--- src/vsync_phase_lock_unit_macros.svh ---
// ---------------------------------------------------------------------------
// vsync phase lock unit assertion macros
// Concurrent assertion wrappers, empty when SYNTHESIS is defined.
// ---------------------------------------------------------------------------
`ifndef VSYNC_PHASE_LOCK_UNIT_MACROS_SVH
`define VSYNC_PHASE_LOCK_UNIT_MACROS_SVH
`ifndef SYNTHESIS
`define VSPL_ASSERT_CLK(lbl, clk_s, rstn_s, prop, msg) \
  lbl: assert property (@(posedge clk_s) disable iff (!rstn_s) (prop)) else $error(msg);
`define VSPL_ASSERT(lbl, prop, msg) `VSPL_ASSERT_CLK(lbl, clk, rst_n, prop, msg)
`else
`define VSPL_ASSERT_CLK(lbl, clk_s, rstn_s, prop, msg)
`define VSPL_ASSERT(lbl, prop, msg)
`endif
`endif

--- src/vspl_pkg.sv ---
// ---------------------------------------------------------------------------
// vsync phase lock package
// Status codes, request codes, register indexes and fixed widths.
// ---------------------------------------------------------------------------
package vspl_pkg;

  localparam int TP_BITS      = 9;
  localparam int CORR_BITS    = 7;
  localparam int REQ_BITS     = 2;
  localparam int STATUS_BITS  = 3;
  localparam int CFG_IDX_BITS = 3;
  localparam int MCNT_BITS    = $clog2(TP_BITS + 1);

  localparam logic [TP_BITS-1:0]   DEG_FULL     = 9'd360;
  localparam logic [1:0]           SETTLE_ITEMS = 2'd2;
  localparam logic [TP_BITS-1:0]   TP_RESET     = 9'd180;
  localparam logic [CORR_BITS-1:0] STEP_RESET   = 7'd2;

  localparam logic [REQ_BITS-1:0] REQ_MEASURE = 2'd0;
  localparam logic [REQ_BITS-1:0] REQ_RESET   = 2'd1;
  localparam logic [REQ_BITS-1:0] REQ_ARM     = 2'd2;
  localparam logic [REQ_BITS-1:0] REQ_UNUSED  = 2'd3;

  localparam logic [CFG_IDX_BITS-1:0] CFG_TARGET_PHASE = 3'd0;
  localparam logic [CFG_IDX_BITS-1:0] CFG_CORR_STEP    = 3'd1;
  localparam logic [CFG_IDX_BITS-1:0] CFG_LOCK_METHOD  = 3'd2;
  localparam logic [CFG_IDX_BITS-1:0] CFG_BASE_VTOTAL  = 3'd3;
  localparam logic [CFG_IDX_BITS-1:0] CFG_BASE_VSYNC   = 3'd4;

  typedef enum logic [STATUS_BITS-1:0] {
    ST_NOT_READY  = 3'd0,
    ST_SETTLING   = 3'd1,
    ST_FAILED     = 3'd2,
    ST_UNCHANGED  = 3'd3,
    ST_ADJUSTED   = 3'd4,
    ST_RESET_DONE = 3'd5,
    ST_ARMED      = 3'd6
  } status_t;

endpackage

--- src/vsync_phase_lock_unit.sv ---
// ---------------------------------------------------------------------------
// vsync phase lock unit
// Measures input period and output phase from vsync timestamps and trims
// the output frame length to hold the output at a target phase.
// ---------------------------------------------------------------------------
//  channel   handshake              payload
//  in        in_valid / in_ready    in_req_type, in_in_start, in_in_stop,
//                                   in_out_start, in_out_stop
//  out       out_valid / out_ready  out_status, out_write_timing, out_vtotal,
//                                   out_vsync_start, out_period,
//                                   out_phase_cycles, out_target_cycles
//  cfg       cfg_we                 cfg_index, cfg_wdata
//
// a full measurement runs a shift-add multiply, then a STAMP_BITS + 9 step
// serial divide by 360, while the phase modulo runs in a second serial divider
// alongside; every other request goes straight to the commit state
// one request is in work at a time
// the result register lets the next request in while a result waits
// reset (rst_n low, synchronous) clears lock state and loads register defaults
// ---------------------------------------------------------------------------
`include "vsync_phase_lock_unit_macros.svh"

module vsync_phase_lock_unit #(
  parameter int STAMP_BITS = 32,
  parameter int LINE_BITS  = 11
) (
  input  logic                                 clk,
  input  logic                                 rst_n,
  // configuration
  input  logic                                 cfg_we,
  input  logic [vspl_pkg::CFG_IDX_BITS-1:0]    cfg_index,
  input  logic [((LINE_BITS > vspl_pkg::TP_BITS) ? LINE_BITS : vspl_pkg::TP_BITS)-1:0]
                                               cfg_wdata,
  // requests
  input  logic                                 in_valid,
  output logic                                 in_ready,
  input  logic [vspl_pkg::REQ_BITS-1:0]        in_req_type,
  input  logic [STAMP_BITS-1:0]                in_in_start,
  input  logic [STAMP_BITS-1:0]                in_in_stop,
  input  logic [STAMP_BITS-1:0]                in_out_start,
  input  logic [STAMP_BITS-1:0]                in_out_stop,
  // results
  output logic                                 out_valid,
  input  logic                                 out_ready,
  output logic [vspl_pkg::STATUS_BITS-1:0]     out_status,
  output logic                                 out_write_timing,
  output logic [LINE_BITS-1:0]                 out_vtotal,
  output logic [LINE_BITS-1:0]                 out_vsync_start,
  output logic [STAMP_BITS-1:0]                out_period,
  output logic [STAMP_BITS-1:0]                out_phase_cycles,
  output logic [STAMP_BITS-1:0]                out_target_cycles
);

  import vspl_pkg::*;

  localparam int PW = STAMP_BITS + TP_BITS;

  typedef enum logic [1:0] {
    S_IDLE,
    S_MUL,
    S_TDIV,
    S_DONE
  } state_t;

  state_t                state_r;

  // configuration registers
  logic [TP_BITS-1:0]    tp_r;
  logic [CORR_BITS-1:0]  step_r;
  logic                  method_r;
  logic [LINE_BITS-1:0]  base_vt_r;
  logic [LINE_BITS-1:0]  base_vs_r;

  // lock state
  logic                  lock_ready_r;
  logic [1:0]            settle_r;
  logic [CORR_BITS-1:0]  applied_r;

  // work registers
  status_t               pend_r;
  logic [STAMP_BITS-1:0] period_r;
  logic [TP_BITS-1:0]    tp_sh_r;
  logic [PW-1:0]         prod_r;
  logic [MCNT_BITS-1:0]  mcnt_r;

  // result register
  logic                  out_valid_r;
  status_t               out_status_r;
  logic                  out_wt_r;
  logic [LINE_BITS-1:0]  out_vt_r;
  logic [LINE_BITS-1:0]  out_vs_r;
  logic [STAMP_BITS-1:0] out_period_r;
  logic [STAMP_BITS-1:0] out_phase_r;
  logic [STAMP_BITS-1:0] out_target_r;

  // accept side
  logic                  stamps_bad;
  status_t               acc_status;
  logic                  acc_calc;
  logic [STAMP_BITS-1:0] acc_period;
  logic [STAMP_BITS-1:0] acc_offset;

  // serial units
  logic                  mod_start;
  logic                  mod_busy;
  logic [STAMP_BITS-1:0] mod_quo;
  logic [STAMP_BITS-1:0] mod_rem;
  logic                  tdiv_start;
  logic                  tdiv_busy;
  logic [PW-1:0]         tdiv_quo;
  logic [TP_BITS-1:0]    tdiv_rem;
  logic [PW-1:0]         prod_nxt;

  // commit side
  logic [STAMP_BITS-1:0] target;
  logic [CORR_BITS-1:0]  corr_meas;
  logic [CORR_BITS-1:0]  corr_eff;
  logic [LINE_BITS-1:0]  corr_ext;
  status_t               cmt_status;
  logic                  cmt_wt;
  logic                  cmt_meas;
  logic                  commit;

  always_comb begin
    acc_period = in_in_stop - in_in_start;
    acc_offset = in_out_start - in_in_start;
    stamps_bad = (in_in_start == '0) || (in_in_stop == '0) ||
                 (in_out_start == '0) || (in_out_stop == '0) ||
                 (in_in_start >= in_in_stop) || (in_out_start >= in_out_stop);
    if (in_req_type == REQ_RESET) begin
      acc_status = ST_RESET_DONE;
    end else if (in_req_type == REQ_ARM) begin
      acc_status = ST_ARMED;
    end else if (in_req_type == REQ_UNUSED || !lock_ready_r) begin
      acc_status = ST_NOT_READY;
    end else if (settle_r < SETTLE_ITEMS) begin
      acc_status = ST_SETTLING;
    end else if (stamps_bad) begin
      acc_status = ST_FAILED;
    end else begin
      // full measurement; final status chosen at commit
      acc_status = ST_UNCHANGED;
    end
    acc_calc = acc_status == ST_UNCHANGED;
  end

  assign in_ready   = state_r == S_IDLE;
  assign mod_start  = in_valid && in_ready && acc_calc;
  assign tdiv_start = (state_r == S_MUL) && (mcnt_r == '0);
  assign prod_nxt   = {prod_r[PW-2:0], 1'b0} +
                      (tp_sh_r[TP_BITS-1] ? {{TP_BITS{1'b0}}, period_r} : '0);

  vspl_div #(
    .N (STAMP_BITS),
    .M (STAMP_BITS)
  ) u_mod (
    .clk       (clk),
    .rst_n     (rst_n),
    .start     (mod_start),
    .dividend  (acc_offset),
    .divisor   (acc_period),
    .busy      (mod_busy),
    .quotient  (mod_quo),
    .remainder (mod_rem)
  );

  vspl_div #(
    .N (PW),
    .M (TP_BITS)
  ) u_tdiv (
    .clk       (clk),
    .rst_n     (rst_n),
    .start     (tdiv_start),
    .dividend  (prod_r),
    .divisor   (DEG_FULL),
    .busy      (tdiv_busy),
    .quotient  (tdiv_quo),
    .remainder (tdiv_rem)
  );

  always_comb begin
    // quotient above the stamp range saturates
    target    = (|tdiv_quo[PW-1:STAMP_BITS]) ? '1 : tdiv_quo[STAMP_BITS-1:0];
    corr_meas = (mod_rem > target) ? '0 : step_r;
    cmt_meas  = pend_r == ST_UNCHANGED;
    case (pend_r)
      ST_RESET_DONE: corr_eff = '0;
      ST_UNCHANGED:  corr_eff = corr_meas;
      default:       corr_eff = applied_r;
    endcase
    corr_ext = {{(LINE_BITS - CORR_BITS){corr_eff[CORR_BITS-1]}}, corr_eff};
    if (cmt_meas) begin
      cmt_status = (corr_meas == applied_r) ? ST_UNCHANGED : ST_ADJUSTED;
      cmt_wt     = corr_meas != applied_r;
    end else begin
      cmt_status = pend_r;
      cmt_wt     = (pend_r == ST_RESET_DONE) && (applied_r != '0);
    end
    commit = (state_r == S_DONE) && (!out_valid_r || out_ready);
  end

  always_ff @(posedge clk) begin
    if (!rst_n) begin
      state_r      <= S_IDLE;
      out_valid_r  <= 1'b0;
      lock_ready_r <= 1'b0;
      settle_r     <= '0;
      applied_r    <= '0;
      tp_r         <= TP_RESET;
      step_r       <= STEP_RESET;
      method_r     <= 1'b0;
      base_vt_r    <= '0;
      base_vs_r    <= '0;
    end else begin
      if (cfg_we) begin
        unique case (cfg_index)
          CFG_TARGET_PHASE: tp_r      <= cfg_wdata[TP_BITS-1:0];
          CFG_CORR_STEP:    step_r    <= cfg_wdata[CORR_BITS-1:0];
          CFG_LOCK_METHOD:  method_r  <= cfg_wdata[0];
          CFG_BASE_VTOTAL:  base_vt_r <= cfg_wdata[LINE_BITS-1:0];
          CFG_BASE_VSYNC:   base_vs_r <= cfg_wdata[LINE_BITS-1:0];
          default: ;
        endcase
      end

      // a commit in the same cycle reloads the result register instead
      if (out_valid_r && out_ready && !commit) begin
        out_valid_r <= 1'b0;
      end

      unique case (state_r)
        S_IDLE: begin
          if (in_valid) begin
            pend_r <= acc_status;
            if (acc_calc) begin
              period_r <= acc_period;
              tp_sh_r  <= tp_r;
              prod_r   <= '0;
              mcnt_r   <= MCNT_BITS'(TP_BITS);
              state_r  <= S_MUL;
            end else begin
              state_r <= S_DONE;
            end
          end
        end
        S_MUL: begin
          if (mcnt_r != '0) begin
            prod_r  <= prod_nxt;
            tp_sh_r <= {tp_sh_r[TP_BITS-2:0], 1'b0};
            mcnt_r  <= mcnt_r - 1'b1;
          end else begin
            state_r <= S_TDIV;
          end
        end
        S_TDIV: begin
          if (!mod_busy && !tdiv_busy) begin
            state_r <= S_DONE;
          end
        end
        S_DONE: begin
          if (commit) begin
            out_valid_r  <= 1'b1;
            out_status_r <= cmt_status;
            out_wt_r     <= cmt_wt;
            out_vt_r     <= base_vt_r + corr_ext;
            out_vs_r     <= method_r ? base_vs_r : base_vs_r + corr_ext;
            out_period_r <= cmt_meas ? period_r : '0;
            out_phase_r  <= cmt_meas ? mod_rem : '0;
            out_target_r <= cmt_meas ? target : '0;
            state_r      <= S_IDLE;
            case (pend_r)
              ST_RESET_DONE: begin
                lock_ready_r <= 1'b0;
                settle_r     <= '0;
                applied_r    <= '0;
              end
              ST_ARMED: begin
                lock_ready_r <= 1'b1;
                settle_r     <= '0;
              end
              ST_SETTLING:  settle_r  <= settle_r + 1'b1;
              ST_UNCHANGED: applied_r <= corr_meas;
              default: ;
            endcase
          end
        end
        default: state_r <= S_IDLE;
      endcase
    end
  end

  assign out_valid         = out_valid_r;
  assign out_status        = out_status_r;
  assign out_write_timing  = out_wt_r;
  assign out_vtotal        = out_vt_r;
  assign out_vsync_start   = out_vs_r;
  assign out_period        = out_period_r;
  assign out_phase_cycles  = out_phase_r;
  assign out_target_cycles = out_target_r;

  `VSPL_ASSERT(a_settle_needs_lock, !lock_ready_r |-> settle_r == '0,
               "settle count while unlocked")
  `VSPL_ASSERT(a_accept_leaves_idle, in_valid && in_ready |=> state_r != S_IDLE,
               "request lost")
  `VSPL_ASSERT(a_done_units_idle, state_r == S_DONE |-> !mod_busy && !tdiv_busy,
               "commit while busy")
  `VSPL_ASSERT(a_meas_period_nonzero,
               out_valid_r && (out_status_r == ST_UNCHANGED ||
               out_status_r == ST_ADJUSTED) |-> out_period_r != '0,
               "zero period measured")

endmodule

--- src/vspl_div.sv ---
// ---------------------------------------------------------------------------
// vsync phase lock serial divider
// Restoring divider, one quotient bit per cycle.
// ---------------------------------------------------------------------------
module vspl_div #(
  parameter int N = 32,
  parameter int M = 32
) (
  input  logic         clk,
  input  logic         rst_n,
  input  logic         start,
  input  logic [N-1:0] dividend,
  input  logic [M-1:0] divisor,
  output logic         busy,
  output logic [N-1:0] quotient,
  output logic [M-1:0] remainder
);

  localparam int CW = $clog2(N + 1);

  logic [N-1:0]  quo_r;
  logic [M-1:0]  rem_r;
  logic [M-1:0]  div_r;
  logic [CW-1:0] cnt_r;
  logic          busy_r;

  logic [M:0]    trial;
  logic [M:0]    diff;
  logic          ge;
  logic [M-1:0]  rem_nxt;

  always_comb begin
    // dividend bits shift out of the top while quotient bits shift in below
    trial   = {rem_r, quo_r[N-1]};
    diff    = trial - {1'b0, div_r};
    ge      = trial >= {1'b0, div_r};
    rem_nxt = ge ? diff[M-1:0] : trial[M-1:0];
  end

  always_ff @(posedge clk) begin
    if (!rst_n) begin
      busy_r <= 1'b0;
      cnt_r  <= '0;
    end else if (start) begin
      busy_r <= 1'b1;
      cnt_r  <= CW'(N);
      quo_r  <= dividend;
      rem_r  <= '0;
      div_r  <= divisor;
    end else if (busy_r) begin
      quo_r <= {quo_r[N-2:0], ge};
      rem_r <= rem_nxt;
      cnt_r <= cnt_r - 1'b1;
      if (cnt_r == CW'(1)) begin
        busy_r <= 1'b0;
      end
    end
  end

  assign busy      = busy_r;
  assign quotient  = quo_r;
  assign remainder = rem_r;

endmodule
--- config.mk ---
export PLATFORM = sky130hd
export DESIGN_NAME = vsync_phase_lock_unit
export DESIGN_NICKNAME = d
export VERILOG_FILES = /design/src/vspl_pkg.sv /design/src/vsync_phase_lock_unit.sv /design/src/vspl_div.sv
export VERILOG_INCLUDE_DIRS = /design/src /design/src/src
export SDC_FILE = /design/constraint.sdc
export NUM_CORES = 1
export LEC_CHECK = 0
export BUFFER_PORTS_ARGS = -buffer_cell sky130_fd_sc_hd__buf_4
export CAP_MARGIN = 20
export CORE_AREA = 2 2 181 272
export DETAILED_ROUTE_END_ITERATION = 8
export DIE_AREA = 0 0 183 274
export PLACE_DENSITY = 0.71
export SYNTH_ARGS = -nofsm -noshare
export SYNTH_HDL_FRONTEND = slang
export SYNTH_SLANG_ARGS = --single-unit
--- constraint.sdc ---
create_clock -name clk -period 9.4 [get_ports clk]
set_input_delay 1.41 -clock clk [delete_from_list [all_inputs] [get_ports clk]]
set_output_delay 1.41 -clock clk [all_outputs]
set_load 0.05 [all_outputs]
# Word-level counts from Yosys, hierarchy flattened
# Index checks and enable logic that the tools add are counted.
# word_totals
regBits	423
input_bits	149
output_inout_bits	124
wordCells	184
# op_classes
n_addsub	11
magnitude_cmp	6
eq_ne	25
muxes	54
n_bitwise	1
reduce_logical	54
# ops
op	count
41-bit two-way mux	5
32-bit two-way mux	6
32-bit logical NOT	4
32-bit subtractor	3
41-bit case mux with 2 select lines	1
32-bit greater-or-equal comparator	2
9-bit two-way mux	5
41-bit by 32-bit adder with 41-bit output	1
33-bit by 32-bit greater-or-equal comparator with 1-bit output	1
32-bit > comparator	1
6-bit two-way mux	4
11-bit adder	2
9-bit case mux with 2 select lines	1
2-bit AND reduction	9
2-bit two-way mux	7
7-bit case mux with 2 select lines	1
3-bit by 2-bit == test with 1-bit output (second input constant)	4
6-bit by 1-bit == test with 1-bit output (second input constant)	2
3-bit two-way mux	4
4-bit two-way mux	3
3-bit AND reduction	4
6-bit by 1-bit subtractor with 6-bit output (second input constant)	2
1-bit two-way mux	11
11-bit two-way mux	1
32 further kinds	67

# Longest topological paths before layout
# logic_depth
word_depth	15
ltp_mapped	25
ltp_nobuf	24

# By module
# From an unflattened synthesis, not the netlist that was laid out.
# hier_totals
cells_unflattened	2585
area_unflattened_um2	26770.7
# modules_own_cells
module	n_inst	cells_each	area_per_inst_um2	seq_area_each_um2
vsync_phase_lock_unit	1	1855	17688.2	7377.1
vspl_div (u_mod)	1	511	5851.9	3022.9
vspl_div (u_tdiv)	1	219	3230.6	1911.8

# Worst setup path before layout
# No wires, ideal clock.
# synth_path
kind	in2reg
from	in in_in_stop[0]
to	reg u_mod.quo_r[0], in the netlist u_mod.quotient[0] (enable)
setup_time_ns	0.486
arrival_time_ns	6.610
required_time_ns	8.914
setup_slack_ns	2.304
cell_stages	13
path_buffers	1
path_cell_list	inv_1 -> ha_1 -> fa_1 -> nand2b_1 -> a211oi_1 -> o31ai_1 -> a21boi_0 -> o21ai_1 -> o31a_1 -> nor4_2 -> buf_4 -> nor2_1 -> nor2_1
# synth_via
elab_chain_cells	15
word_cells_on_any_way	16
cone_classes	order compare: 1; eq/ne: 1; mux: 5; reduce/logical: 9
# synth_lines
element	line	rtl
start, declared	vsync_phase_lock_unit.sv:39	input logic [STAMP_BITS-1:0] in_in_stop,
branches (longest 4 deep; another with 32-bit greater-or-equal comparator)	--	
1-bit logical OR *	vsync_phase_lock_unit.sv:128	(in_out_start == '0) || (in_out_stop == '0) ||
1-bit logical OR *	vsync_phase_lock_unit.sv:129	(in_in_start >= in_in_stop) || (in_out_start >= in_out_stop);
1-bit two-way mux *	vsync_phase_lock_unit.sv:138	end else if (stamps_bad) begin
2-bit two-way mux *	vsync_phase_lock_unit.sv:136	end else if (settle_r < SETTLE_ITEMS) begin
2-bit two-way mux *	vsync_phase_lock_unit.sv:134	end else if (in_req_type == REQ_UNUSED || !lock_ready_r) begin
3-bit two-way mux *	vsync_phase_lock_unit.sv:132	end else if (in_req_type == REQ_ARM) begin
3-bit two-way mux *	vsync_phase_lock_unit.sv:130	if (in_req_type == REQ_RESET) begin
3-bit by 2-bit == test with 1-bit output *	vsync_phase_lock_unit.sv:144	acc_calc = acc_status == ST_UNCHANGED;
1-bit logical AND *	vsync_phase_lock_unit.sv:148	assign mod_start = in_valid && in_ready && acc_calc;
2-bit nonzero test (no source line) *	--	
2-bit AND reduction (no source line) *	--	
end signal, assigned	vspl_div.sv:47	quo_r <= dividend;
end signal, assigned	vspl_div.sv:51	quo_r <= {quo_r[N-2:0], ge};
end, declared	vspl_div.sv:21	logic [N-1:0] quo_r;
# Mark *: on every way between the ends.
# A chain may end at the register's enable or synchronous reset.

# Worst setup path after layout
# layout_path
from	reg u_tdiv.quo_r[35], in the netlist u_tdiv.quotient[35]
to	reg out_vs_r[10], in the netlist out_vsync_start[10], data pin
# layout_via
elab_chain_cells	7
# layout_lines
element	line	rtl
start, declared	vspl_div.sv:21	
start signal, assigned	vspl_div.sv:47	
start signal, assigned	vspl_div.sv:51	
9-bit OR reduction	vsync_phase_lock_unit.sv:183	target = (|tdiv_quo[PW-1:STAMP_BITS]) ? '1 : tdiv_quo[STAMP_BITS-1:0];
32-bit two-way mux	vsync_phase_lock_unit.sv:183	
32-bit > comparator	vsync_phase_lock_unit.sv:184	corr_meas = (mod_rem > target) ? '0 : step_r;
7-bit two-way mux	vsync_phase_lock_unit.sv:184	
7-bit case mux with 2 select lines	vsync_phase_lock_unit.sv:186	case (pend_r)
net corr_eff[0]	vsync_phase_lock_unit.sv:117	logic [CORR_BITS-1:0] corr_eff;
11-bit adder	vsync_phase_lock_unit.sv:266	out_vs_r <= method_r ? base_vs_r : base_vs_r + corr_ext;
11-bit two-way mux	vsync_phase_lock_unit.sv:266	
end signal, assigned	vsync_phase_lock_unit.sv:266	
end, declared	vsync_phase_lock_unit.sv:91	logic [LINE_BITS-1:0] out_vs_r;
# The timed path passes the listed nets, and every way through them passes these cells.

==> results by group <==
Run status
  – Run status: finished clean

Timing
  – Final Max Slew Viols: 0
  – Clock skew: 0.02083 ns
  – RSZ-0062 raised after global routing: no
  – Setup-failing EPs final: 0
  – Hold Fails Final Rpt: 0
  – Achievable Freq: 0.1700 GHz
  – Slew @ Worst Pin: about 1.1 ns
  – Fin crit share: a little over three fifths
  – Period minus WS final: 5.883 ns
  – Final setup TNS: 0 ns
  – Relative max-transition margin: 25.33%

Power and ir drop
  – Leak Pwr: 12.81 nW
  – Clock power share: 33.0%
  – Seq pwr share: 45.4%
  – Sw Share: 29.93%
  – Gate power share: ~22%
  – Pwr Density: 163.7 mW/mm2
  – Net switching power: 0.001466 W
  – Maximum vdd drop: between 0.1 and 0.15 mV
  – Int Power: 0.003431 W

Placed design
  – DP HPWL: 61.46 mm
  – Placer congestion estimate: 1.016
  – Port buffer count: about 270
  – Placed Cells: about 3.5k

Synthesis
  – Synthesized cell area: 0.02595 mm2
  – #FFs+latches synth: 423
  – Avg Inst Size Synth: 9.843 um2
  – Net count of the mapped netlist: 3015
  – Top_reg_cell synth: edfxtp_1
  – Synth Warn #: 0
  – Register area share after synthesis: 46.41%
  – EDFF count, synth: 357
  – Mapped Cells: 2636
  – FFs w/ async S/R, synth: 0%
  – Netlist cell types: 78

Global route
  – Grt ovf: 0
  – Largest net degree at the start of global routing: 73
  – Antenna violations before repair: 0
  – Global-route wire length before repair: 117.6 mm
  – Gr usage total: 30.68%
  – Vias in the first global route: 21.67k

Layout
  – Final Net Count: 3270
  – Diode count: 0
  – Commonest non-fill, non-tap cell in the layout: edfxtp_1
  – Fin util: between 60 and 70%
  – Most frequent cells in the layout: edfxtp_1 (357), nand2_1 (308), buf_4 (291)
  – Layout cell share with drive strength beyond 1: 13.62%
  – P&R area growth vs syn: 15.30%
  – Layout fillers: 4057
  – Cell Count, Final, Fillers Out: between 3k and 4k

CTS
  – Clock latency reported for the late side of the worst-skew pair: 0.56 ns
  – CTS tree: built
  – Maximum clock path buffer count: 3
  – CTS Sinks: 423
  – H-tree depth: 2
  – Total CTS buffers: 41
  – Root buf cell: clkbuf_16
  – Post-CTS setup buffers: 0
  – # hold bufs at CTS: 0
  – Clk slew on worst S/H paths: 0.07 ns
  – PostCTS Resize Cnt: 0

Worst setup path
  – R2R cell count: 25
  – Kind of critical path: register to register
  – Critical Path Source Type: register
  – FF-to-FF End: out_vsync_start[10]
  – CP max FO: 32
  – R2r setup slk: 3.52 ns
  – Beginning of the critical path: u_tdiv.quotient[35]
  – Data arrival, critical path: 6.17 ns
  – Setup crit end kind: register
  – Worst flop-to-flop path startpoint: u_tdiv.quotient[35]
  – Setup crit end: out_vsync_start[10]
  – Critical path data required time: 9.69 ns

Floorplanning
  – Die height: 274 um
  – Ports: 273
  – Placement row count: 99
  – Starting Density: 53.99%
  – Die area: 0.05014 mm2
  – Die Wd: 183 um
  – Core Footprint: 0.04806 mm2

Drt
  – Via count: 21.13k
  – Metal2 WL: 40.91 mm
  – Post-DR wirelength/cell: between 20 and 25 um
  – Drt drc: 0
  – DRT iter0 DRCs: around 1.3k
  – Antenna-violating nets left: 0
  – Top layer in use: met4
  – Wirelength, routed: approximately 78 mm
  – Wl on met1: 27.02 mm
  – Met3 WL: 3.423 mm
  – TritonRoute pass-1 iters: 5
  – Drt via density: between 5 and 6

Job
  – Max cap viols: 0

Hold path
  – Hold Crit Class: register to register
-- kinds of logic (layout without fill, tap and decap cells) --
group	after synthesis	in the layout	synth area share (%)
xor gates and xnor gates	137	137	4.625
adders and majority gates	230	230	11.26
and+or+nand+nor	944	944	17.21
AOI/OAI and AO/OA	590	590	14.46
muxes	55	55	2.204
buffers and inverters	257	543	3.834
DFF	423	423	46.41
-- power groups by stage --
stage	combinational [W]	clock, W	sequential [W]
finish	0.00106	0.00161	0.00222
global route	0.00115	0.00170	0.00223
CTS	0.00106	0.00164	0.00222
detailed placement	0.00105	0	0.00226
global placement	0.00103	0	0.00226
floorplan	0.000617	0	0.00235
-- synthesized netlist by cell type, drive strengths merged, types with 8 or more instances --
master | instances | share of area, %
a2111oi | 8 | 0.27
o31ai | 10 | 0.29
a31oi | 19 | 0.46
a211oi | 24 | 0.69
a21o | 63 | 1.8
nand2b | 21 | 0.51
nand3 | 49 | 0.95
xnor2 | 95 | 3.2
o21a | 30 | 0.87
a22oi | 9 | 0.26
mux2i | 38 | 1.5
nand2 | 308 | 4.5
buf | 13 | 0.30
a21oi | 188 | 3.6
nand4 | 31 | 0.75
nor2 | 250 | 3.6
nor2b | 21 | 0.51
mux2 | 17 | 0.74
and3 | 82 | 2.0
dfxtp | 66 | 5.1
o211ai | 9 | 0.26
clkbuf | 67 | 0.97
nor3 | 38 | 0.73
inv | 176 | 2.5
edfxtp | 357 | 41
o21bai | 22 | 0.64
xor2 | 42 | 1.4
a211o | 13 | 0.44
or3 | 14 | 0.34
and2 | 49 | 1.2
nor4 | 46 | 1.1
ha | 224 | 11
o21ai | 124 | 2.4
-- worst max-delay path, stage by stage (launching register included) --
cell and delay [ns]:
edfxtp_1 0.39, nor4_1 0.33, nand3_1 0.14, buf_4 0.25, nor2_1 0.25, ha_1 0.30
a21oi_1 0.13, o21ai_0 0.11, a221o_1 0.36, a21oi_1 0.16, o22a_1 0.16, nand2_1 0.14
a21oi_1 0.46, a22oi_1 0.21, inv_1 0.15, ha_1 0.20, fa_1 0.22, a21o_1 0.13
a21oi_1 0.10, nor2b_1 0.12, o21a_1 0.15, nor4_1 0.07, or4_1 0.53, and3b_1 0.18
mux2i_1 0.25, xnor2_1 0.10
-- cell type report --
type | count | area, um2 | area share (%)
Tap cell | 606 | 758.2 | 2.535
Clock inverter | 28 | 236.5 | 0.7905
Timing Repair Buffer | 292 | 2205 | 7.369
Clock buffer | 46 | 1045 | 3.492
Inverter | 177 | 664.4 | 2.221
Sequential cell | 423 | 12040 | 40.25
Multi-Input combinational cell | 1956 | 12970 | 43.34
-- sequential cells by signal (all words and copies together), names as in the netlist, 9 cells and up --
| signal | cells |
|---|---|
| tp_sh_r | 9 |
| out_period | 32 |
| base_vs_r | 11 |
| tp_r | 9 |
| u_mod.div_r | 32 |
| base_vt_r | 11 |
| out_vtotal | 11 |
| u_tdiv.quotient | 41 |
| u_tdiv.remainder | 9 |
| out_vsync_start | 11 |
| prod_r | 41 |
| u_mod.quotient | 32 |
| period_r | 32 |
| out_phase_cycles | 32 |
| out_target_cycles | 32 |
| u_mod.remainder | 32 |
-- how the worst min path moves through the flow --
stage	from	end	slack, ns	cells past startpoint
finish	base_vt_r[3]	base_vt_r[3]	0.46	2
global route	tp_r[8]	tp_r[8]	0.48	2
CTS	base_vt_r[3]	base_vt_r[3]	0.47	2
detailed placement	tp_r[8]	tp_r[8]	0.45	2
global placement	base_vt_r[3]	base_vt_r[3]	0.45	2
floorplan	tp_r[0]	tp_r[0]	0.43	2
-- metal layers --
metal / up-vias / track usage [%]
met3: 240 / 3.347
li1: 10070 / -
met5: - / 0
met2: 749 / 58.20
met4: 0 / 22.27
met1: 10070 / 30.77
-- stage by stage --
| stage | hold slack (ns) | setup WS (ns) | area [um2] | power [W] |
|---|---|---|---|---|
| finish | 0.4649 | 3.517 | 29920 | 0.004897 |
| global route | 0.4802 | 3.047 | 29920 | 0.005084 |
| CTS | 0.4654 | 3.434 | 29890 | 0.004917 |
| detailed placement | 0.4545 | 3.190 | 28610 | 0.003314 |
| global placement | 0.4465 | 3.321 | 28610 | 0.003288 |
| floorplan | 0.4318 | 2.304 | 25950 | 0.002966 |
Power figures use the tool's default switching activity.
